File: src/sv/lpi_pkg.sv
// Shared constants, types and helpers of the line pixel interpolator.
`timescale 1ns / 1ps
package lpi_pkg;

  localparam int TileSize  = 64;
  localparam int CoordW    = 6;
  localparam int DescDepth = 2;
  localparam int DescPtrW  = $clog2(DescDepth);
  localparam int DescCntW  = $clog2(DescDepth + 1);

  localparam logic [CoordW-1:0] MaxCoord = CoordW'(TileSize - 1);

  // One line, classified and ordered so that the major coordinate increases.
  typedef struct packed {
    logic              x_major;
    logic              neg;
    logic [CoordW-1:0] maj0;
    logic [CoordW-1:0] min0;
    logic [CoordW-1:0] dmaj;
    logic [CoordW-1:0] adm;
  } desc_t;

  function automatic logic [CoordW-1:0] clamp_coord(input logic [CoordW-1:0] v);
    clamp_coord = (v > MaxCoord) ? MaxCoord : v;
  endfunction

endpackage

File: src/sv/line_pixel_interpolator_top.sv
// Top level of the line pixel interpolator: front end, descriptor queue, back end.
`timescale 1ns / 1ps
// Usage:
//   Input channel: present two endpoints on start_x_i/start_y_i/end_x_i/end_y_i
//   and raise push; the word is taken at a clock edge with push high and full
//   low. Coordinates above the tile edge saturate to the last tile pixel.
//   Output channel: while empty is low the oldest pixel sits on pixel_x_o,
//   pixel_y_o and last_pixel_o; raise pop to take it. last_pixel_o marks the
//   final pixel of each line; a zero-length line yields a single marked pixel.
//   An idle block moves a taken word through the queue and the stepper
//   registers into the output register. Throughput: one pixel per cycle while
//   the output is not stalled; a line yields (major span + 1) pixels, from 1
//   up to 64, set by the single stepper in the back end. The front end
//   classifies a word in the cycle it is taken and parks it in a two-deep queue,
//   so up to two further lines are held while the back end walks the current one.
//   Reset clears the queue, the stepper and the output register; no line is
//   kept. When the receiver stalls, hold the output word and the stepper;
//   the queue fills and full rises once two lines are waiting.
module line_pixel_interpolator_top import lpi_pkg::*; (
  input  logic              clk_i,
  input  logic              rst_ni,
  input  logic              push,
  output logic              full,
  input  logic [CoordW-1:0] start_x_i,
  input  logic [CoordW-1:0] start_y_i,
  input  logic [CoordW-1:0] end_x_i,
  input  logic [CoordW-1:0] end_y_i,
  output logic              empty,
  input  logic              pop,
  output logic [CoordW-1:0] pixel_x_o,
  output logic [CoordW-1:0] pixel_y_o,
  output logic              last_pixel_o
);

  desc_t front_desc;
  desc_t queue_desc;
  logic  queue_empty;
  logic  queue_rd;

  // Classify the incoming word: clamp, choose major axis, order endpoints
  lpi_front u_front (
    .start_x_i (start_x_i),
    .start_y_i (start_y_i),
    .end_x_i   (end_x_i),
    .end_y_i   (end_y_i),
    .desc_o    (front_desc)
  );

  // Decouple acceptance from pixel stepping
  lpi_queue u_queue (
    .clk_i   (clk_i),
    .rst_ni  (rst_ni),
    .wr_i    (push),
    .wdata_i (front_desc),
    .full_o  (full),
    .rd_i    (queue_rd),
    .rdata_o (queue_desc),
    .empty_o (queue_empty)
  );

  // Walk the line, one pixel per cycle while the output is not stalled, with an incremental remainder
  lpi_back u_back (
    .clk_i        (clk_i),
    .rst_ni       (rst_ni),
    .desc_i       (queue_desc),
    .desc_empty_i (queue_empty),
    .desc_rd_o    (queue_rd),
    .pixel_x_o    (pixel_x_o),
    .pixel_y_o    (pixel_y_o),
    .last_pixel_o (last_pixel_o),
    .empty_o      (empty),
    .pop_i        (pop)
  );

endmodule

File: src/sv/lpi_front.sv
// Front end: clamp endpoints, pick the major axis and order the endpoints.
`timescale 1ns / 1ps
module lpi_front import lpi_pkg::*; (
  input  logic [CoordW-1:0] start_x_i,
  input  logic [CoordW-1:0] start_y_i,
  input  logic [CoordW-1:0] end_x_i,
  input  logic [CoordW-1:0] end_y_i,
  output desc_t             desc_o
);

  logic [CoordW-1:0] ax, ay, bx, by;
  logic [CoordW-1:0] adx, ady;
  logic              x_major;
  logic [CoordW-1:0] ma0, mi0, ma1, mi1;
  logic [CoordW-1:0] maj0, min0, maj1, min1;

  always_comb begin
    ax = clamp_coord(start_x_i);
    ay = clamp_coord(start_y_i);
    bx = clamp_coord(end_x_i);
    by = clamp_coord(end_y_i);
    adx = (bx >= ax) ? (bx - ax) : (ax - bx);
    ady = (by >= ay) ? (by - ay) : (ay - by);
    // Equal spans take x as major
    x_major = (adx >= ady);
    ma0 = x_major ? ax : ay;
    mi0 = x_major ? ay : ax;
    ma1 = x_major ? bx : by;
    mi1 = x_major ? by : bx;
    // Swap so that the major coordinate increases
    if (ma1 < ma0) begin
      maj0 = ma1; min0 = mi1; maj1 = ma0; min1 = mi0;
    end else begin
      maj0 = ma0; min0 = mi0; maj1 = ma1; min1 = mi1;
    end
    desc_o.x_major = x_major;
    desc_o.neg     = (min1 < min0);
    desc_o.maj0    = maj0;
    desc_o.min0    = min0;
    desc_o.dmaj    = maj1 - maj0;
    desc_o.adm     = (min1 < min0) ? (min0 - min1) : (min1 - min0);
  end

endmodule

File: src/sv/lpi_queue.sv
// Short queue of line descriptors between the front and back ends.
`timescale 1ns / 1ps
module lpi_queue import lpi_pkg::*; (
  input  logic  clk_i,
  input  logic  rst_ni,
  input  logic  wr_i,
  input  desc_t wdata_i,
  output logic  full_o,
  input  logic  rd_i,
  output desc_t rdata_o,
  output logic  empty_o
);

  desc_t               mem_q [DescDepth];
  logic [DescPtrW-1:0] wptr_q, rptr_q;
  logic [DescCntW-1:0] cnt_q;
  logic                do_wr, do_rd;

  assign full_o  = (cnt_q == DescCntW'(DescDepth));
  assign empty_o = (cnt_q == '0);
  assign do_wr   = wr_i && !full_o;
  assign do_rd   = rd_i && !empty_o;
  assign rdata_o = mem_q[rptr_q];

  always_ff @(posedge clk_i) begin
    if (do_wr) begin
      mem_q[wptr_q] <= wdata_i;
    end
  end

  always_ff @(posedge clk_i or negedge rst_ni) begin
    if (!rst_ni) begin
      wptr_q <= '0;
      rptr_q <= '0;
      cnt_q  <= '0;
    end else begin
      if (do_wr) begin
        wptr_q <= (wptr_q == DescPtrW'(DescDepth - 1)) ? '0 : wptr_q + 1'b1;
      end
      if (do_rd) begin
        rptr_q <= (rptr_q == DescPtrW'(DescDepth - 1)) ? '0 : rptr_q + 1'b1;
      end
      if (do_wr && !do_rd) begin
        cnt_q <= cnt_q + 1'b1;
      end else if (do_rd && !do_wr) begin
        cnt_q <= cnt_q - 1'b1;
      end
    end
  end

endmodule

File: src/sv/lpi_back.sv
// Back end: step along the major axis, one pixel a cycle while the output register is free, into it.
`timescale 1ns / 1ps
module lpi_back import lpi_pkg::*; (
  input  logic              clk_i,
  input  logic              rst_ni,
  input  desc_t             desc_i,
  input  logic              desc_empty_i,
  output logic              desc_rd_o,
  output logic [CoordW-1:0] pixel_x_o,
  output logic [CoordW-1:0] pixel_y_o,
  output logic              last_pixel_o,
  output logic              empty_o,
  input  logic              pop_i
);

  logic              busy_q, busy_d;
  logic              xmaj_q, neg_q;
  logic [CoordW-1:0] dmaj_q, adm_q;
  logic [CoordW-1:0] maj_q, min_q, rem_q, left_q;
  logic [CoordW-1:0] maj_d, min_d, rem_d, left_d;
  logic              ovld_q, ovld_d;
  logic [CoordW-1:0] px_q, py_q;
  logic              last_q;
  logic              slot_free, advance, load;
  logic [CoordW:0]   rem_sum;

  assign slot_free = !ovld_q || pop_i;
  assign advance   = busy_q && slot_free;
  assign load      = (!busy_q || (advance && (left_q == '0))) && !desc_empty_i;
  assign desc_rd_o = load;

  assign pixel_x_o    = px_q;
  assign pixel_y_o    = py_q;
  assign last_pixel_o = last_q;
  assign empty_o      = !ovld_q;

  always_comb begin
    rem_sum = {1'b0, rem_q} + {1'b0, adm_q};
    maj_d   = maj_q + 1'b1;
    left_d  = left_q - 1'b1;
    // Remainder stays below dmaj, so one subtract keeps it in range
    if (rem_sum >= {1'b0, dmaj_q}) begin
      rem_d = CoordW'(rem_sum - {1'b0, dmaj_q});
      min_d = neg_q ? (min_q - 1'b1) : (min_q + 1'b1);
    end else begin
      rem_d = CoordW'(rem_sum);
      min_d = min_q;
    end
    busy_d = load || (busy_q && !(advance && (left_q == '0)));
    ovld_d = advance || (ovld_q && !pop_i);
  end

  always_ff @(posedge clk_i or negedge rst_ni) begin
    if (!rst_ni) begin
      busy_q <= 1'b0;
      ovld_q <= 1'b0;
    end else begin
      busy_q <= busy_d;
      ovld_q <= ovld_d;
    end
  end

  always_ff @(posedge clk_i) begin
    if (load) begin
      xmaj_q <= desc_i.x_major;
      neg_q  <= desc_i.neg;
      dmaj_q <= desc_i.dmaj;
      adm_q  <= desc_i.adm;
      maj_q  <= desc_i.maj0;
      min_q  <= desc_i.min0;
      rem_q  <= '0;
      left_q <= desc_i.dmaj;
    end else if (advance) begin
      maj_q  <= maj_d;
      min_q  <= min_d;
      rem_q  <= rem_d;
      left_q <= left_d;
    end
    if (advance) begin
      px_q   <= xmaj_q ? maj_q : min_q;
      py_q   <= xmaj_q ? min_q : maj_q;
      last_q <= (left_q == '0);
    end
  end

endmodule
File: config.mk
export PLATFORM = sky130hd
export DESIGN_NAME = line_pixel_interpolator_top
export DESIGN_NICKNAME = d
export VERILOG_FILES = /design/src/sv/lpi_pkg.sv /design/src/sv/line_pixel_interpolator_top.sv /design/src/sv/lpi_front.sv /design/src/sv/lpi_queue.sv /design/src/sv/lpi_back.sv
export SDC_FILE = /design/constraint.sdc
export NUM_CORES = 1
export LEC_CHECK = 0
export CAP_MARGIN = 40
export CORE_MARGIN = 1.5
export CORE_UTILIZATION = 56
export CTS_CLUSTER_SIZE = 20
export DETAILED_ROUTE_END_ITERATION = 10
export DONT_BUFFER_PORTS = 1
export PLACE_DENSITY = 0.73
export SLEW_MARGIN = 25
export SYNTH_ARGS = -nofsm -noshare
export SYNTH_HDL_FRONTEND = slang
export SYNTH_SLANG_ARGS = --single-unit
File: constraint.sdc
create_clock -name clk_i -period 4.2 [get_ports clk_i]
set_input_delay 0.84 -clock clk_i [delete_from_list [all_inputs] [get_ports clk_i]]
set_output_delay 0.84 -clock clk_i [all_outputs]
set_load 0.005 [all_outputs]
==> results.sh <==
export IMPL_grtUsageTotal_pct=25.2
export IMPL_top_register="u_queue.mem_q"
export IMPL_io_buffers=0
export IMPL_drt_initial_drc_count=321
export IMPL_fillers=794
export IMPL_hold_viol_final=0
export IMPL_outcome="finished, violations left"
export IMPL_fin_ws_ns=-3.27
export IMPL_vias=5581
export IMPL_clock_fmax_ghz=0.134
export IMPL_initial_core_util_pct=57.9
export IMPL_synthCells=688
export IMPL_ff2ff_path_depth=13
export IMPL_grtUsageMet2_pct=46.3
export IMPL_routedWlPerCell_um=18.4
export IMPL_largest_reg_flops=52
export IMPL_async_flop_share_pct=5.50
export IMPL_drt_vias_per_instance=5.68
export IMPL_worstPathMaxFanout=8
export IMPL_syn_num_nets=786
export IMPL_period_share_pct=178
export IMPL_ios=43
export IMPL_synth_top_area_share_pct=39.4
export IMPL_antenna_left=0
export IMPL_synth_compound_area_share_pct=12.3
export IMPL_ys_warn_count=0
export IMPL_finClkSkew_ns=0.00845
export IMPL_firstDrtPassIters=5
export IMPL_cts_htree_levels=3
export IMPL_maxSlewHeadroom_pct=49.2
export IMPL_cts_hold_fix_buffers=0
export IMPL_finalSetupViolations=48
export IMPL_r2r_slack_ns=0.72
export IMPL_clk_latency_ns=0.34
export IMPL_grt_setup_unrepaired="true"
export IMPL_fp_row_count=41
export IMPL_synth_simple_gate_area_share_pct=8.00
export IMPL_cts_tree="done"
export IMPL_multiInputGateArea_sq_um=4400
export IMPL_synth_edf_count=97
export IMPL_routabilityCongestion=0.983
export IMPL_timing_rr_end="u_back.rem_q[2]"
export IMPL_endpoint_kind="register"
export IMPL_use_met1_pct=27.8
export IMPL_grt_most_used_layer="met2"
export IMPL_totalWireLength_um=18100
export IMPL_clockRootBuffer="clkbuf_16"
export IMPL_setup_worst_path_start_class="input port"
export IMPL_tightest_slew_ns=0.761
export IMPL_synth_top_area_cell="edfxtp_1"
export IMPL_grt_pass1_vias=5883
export IMPL_synth_adder_area_share_pct=12.5
export IMPL_die_area_sq_um=13900
export IMPL_nets=904
export IMPL_dpl_cell_area_sq_um=8320
export IMPL_slowest_delay_ns=0.39
export IMPL_synth_area_mux_share_pct=12.7
export IMPL_arrival_ns=7.56
export IMPL_hold_path_class="in2async"
export IMPL_synth_top_family_by_area="multiplexers"
export IMPL_syn_area_per_cell_sq_um=10.8
export IMPL_clock_sinks=109
export IMPL_grt_pass1_wl_um=27900
export IMPL_die_h_um=118
export IMPL_areaGrowthSynthToFinish_pct=29.5
export IMPL_seq_area_sq_um=3180
export IMPL_layout_drive_gt1_share_pct=35.6
export IMPL_synthTopCellsByArea="edfxtp_1 39%, ha_1 11%, mux2i_1 7.4%"
export IMPL_path_class="in2reg"
export IMPL_synthFlopType="edfxtp_1"
export IMPL_grt_overflow_total=0
export IMPL_maxCapViolations=0
export IMPL_cpMaxStageDelayCell="fa_2"
export IMPL_core_area_sq_um=12800
export IMPL_ys_seq_elements=109
export IMPL_cts_clk_slew_worst_paths_ns=0.07
export IMPL_fp_dieW_um=118
export IMPL_yosys_cell_types_count=65
export IMPL_slew_viol_final=0
export IMPL_antenna_found_initial=0
export IMPL_dp_hpwl_um=12100
export IMPL_drc_errors=0
export IMPL_required_ns=4.29
export IMPL_antennaDiodeCount=0
export IMPL_grt_use_met3_pct=3.83
export IMPL_synth_xor_area_share_pct=5.31
export IMPL_grt_max_degree=32
export IMPL_violations="setup timing"
export IMPL_clockBufferDepth=2
export IMPL_syn_area_sq_um=7400
export IMPL_numCtsBuffers=9
export IMPL_fin_area_sq_um=9590
export IMPL_r2r_start="u_back.adm_q[0]"
export IMPL_layout_min_cycle_time_ns=7.47
export IMPL_synth_seq_area_share_pct=43.0
[layout make-up]
class | count | area share, %
inverters | 72 | 3.00
well taps | 172 | 2.25
clock buffers | 9 | 2.35
flip-flops and latches | 109 | 33.2
multi-input cells | 467 | 45.9
clock inverters | 7 | 0.587
repair buffers | 147 | 12.7
[critical path: cells and delay by family]
kind,cells,cell delay [ns]
simple gates,5,0.72
xor+xnor,2,0.29
buf+inv,5,0.57
compound gates,17,2.71
mux,3,0.88
fa+ha+maj,6,1.53
[synthesized netlist by cell type, drive strengths merged, types with 7 or more instances]
library cell,number
edfxtp,97
inv,72
ha,63
mux2i,58
a21oi,49
nor2,46
nand2,39
mux2,31
clkbuf,29
o21ai,26
xnor2,25
xor2,19
a211oi,12
buf,11
o21bai,10
nor2b,8
a21o,7
fa,7
nand2b,7
nand3,7
[per-stage QoR]
stage	TNS, ns	hold slack [ns]	utilization [%]	cells	setup WS, ns
after floorplan	-97.55	0.436	-	688	-3.53
after global placement	-99.72	0.443	65.1	919	-3.47
after detailed placement	-109.90	0.463	65.1	919	-3.76
after CTS	-78.00	0.181	72.6	971	-2.97
after global routing	-96.82	0.175	75.0	983	-3.55
final	-87.21	0.189	75.0	983	-3.27
[cells in the final DEF (no fill, tap or decap), drive strengths merged, types with 8 or more instances in the layout]
cell,n
mux2i,58
o21bai,10
nor2,46
ha,63
buf,147
a211oi,12
xnor2,25
edfxtp,97
xor2,19
clkbuf,9
nor2b,8
inv,76
mux2,31
nand2,39
o21ai,26
a21oi,49
[cells by family after synthesis]
| group | Yosys count |
|---|---|
| AND/OR/NAND/NOR | 127 |
| AO/OA/AOI/OAI | 137 |
| multiplexers | 89 |
| XOR/XNOR | 44 |
| adder cells (fa/ha/maj) | 70 |
| buffers and inverters | 112 |
| flip-flops | 109 |
[worst max-delay path by stage]
| stage | startpoint | to |
|---|---|---|
| after floorplan | start_y_i[0] | u_queue.mem_q[0][5] |
| after global routing | end_x_i[0] | u_queue.mem_q[0][5] |
| final | end_x_i[0] | u_queue.mem_q[0][5] |
| after global placement | end_x_i[0] | u_queue.mem_q[0][5] |
| after detailed placement | end_x_i[0] | u_queue.mem_q[0][5] |
| after CTS | end_x_i[0] | u_queue.mem_q[1][5] |
[layer usage]
metal | up-vias | routed length, um
met4 | 0 | 958
met3 | 78 | 882
met2 | 201 | 9450
met5 | - | 0
li1 | 2658 | -
met1 | 2644 | 6800
[timing repair]
action / CTS / global route
gates cloned: 1 / 0
pin swaps: 56 / 22
setup buffers: 36 / 13
gates resized for setup: 82 / 42
setup endpoints to repair: 50 / 50
Power is left out: the tool's default activity adds up to more than one toggle a clock period on the data nets, which glitch-free logic cannot reach.
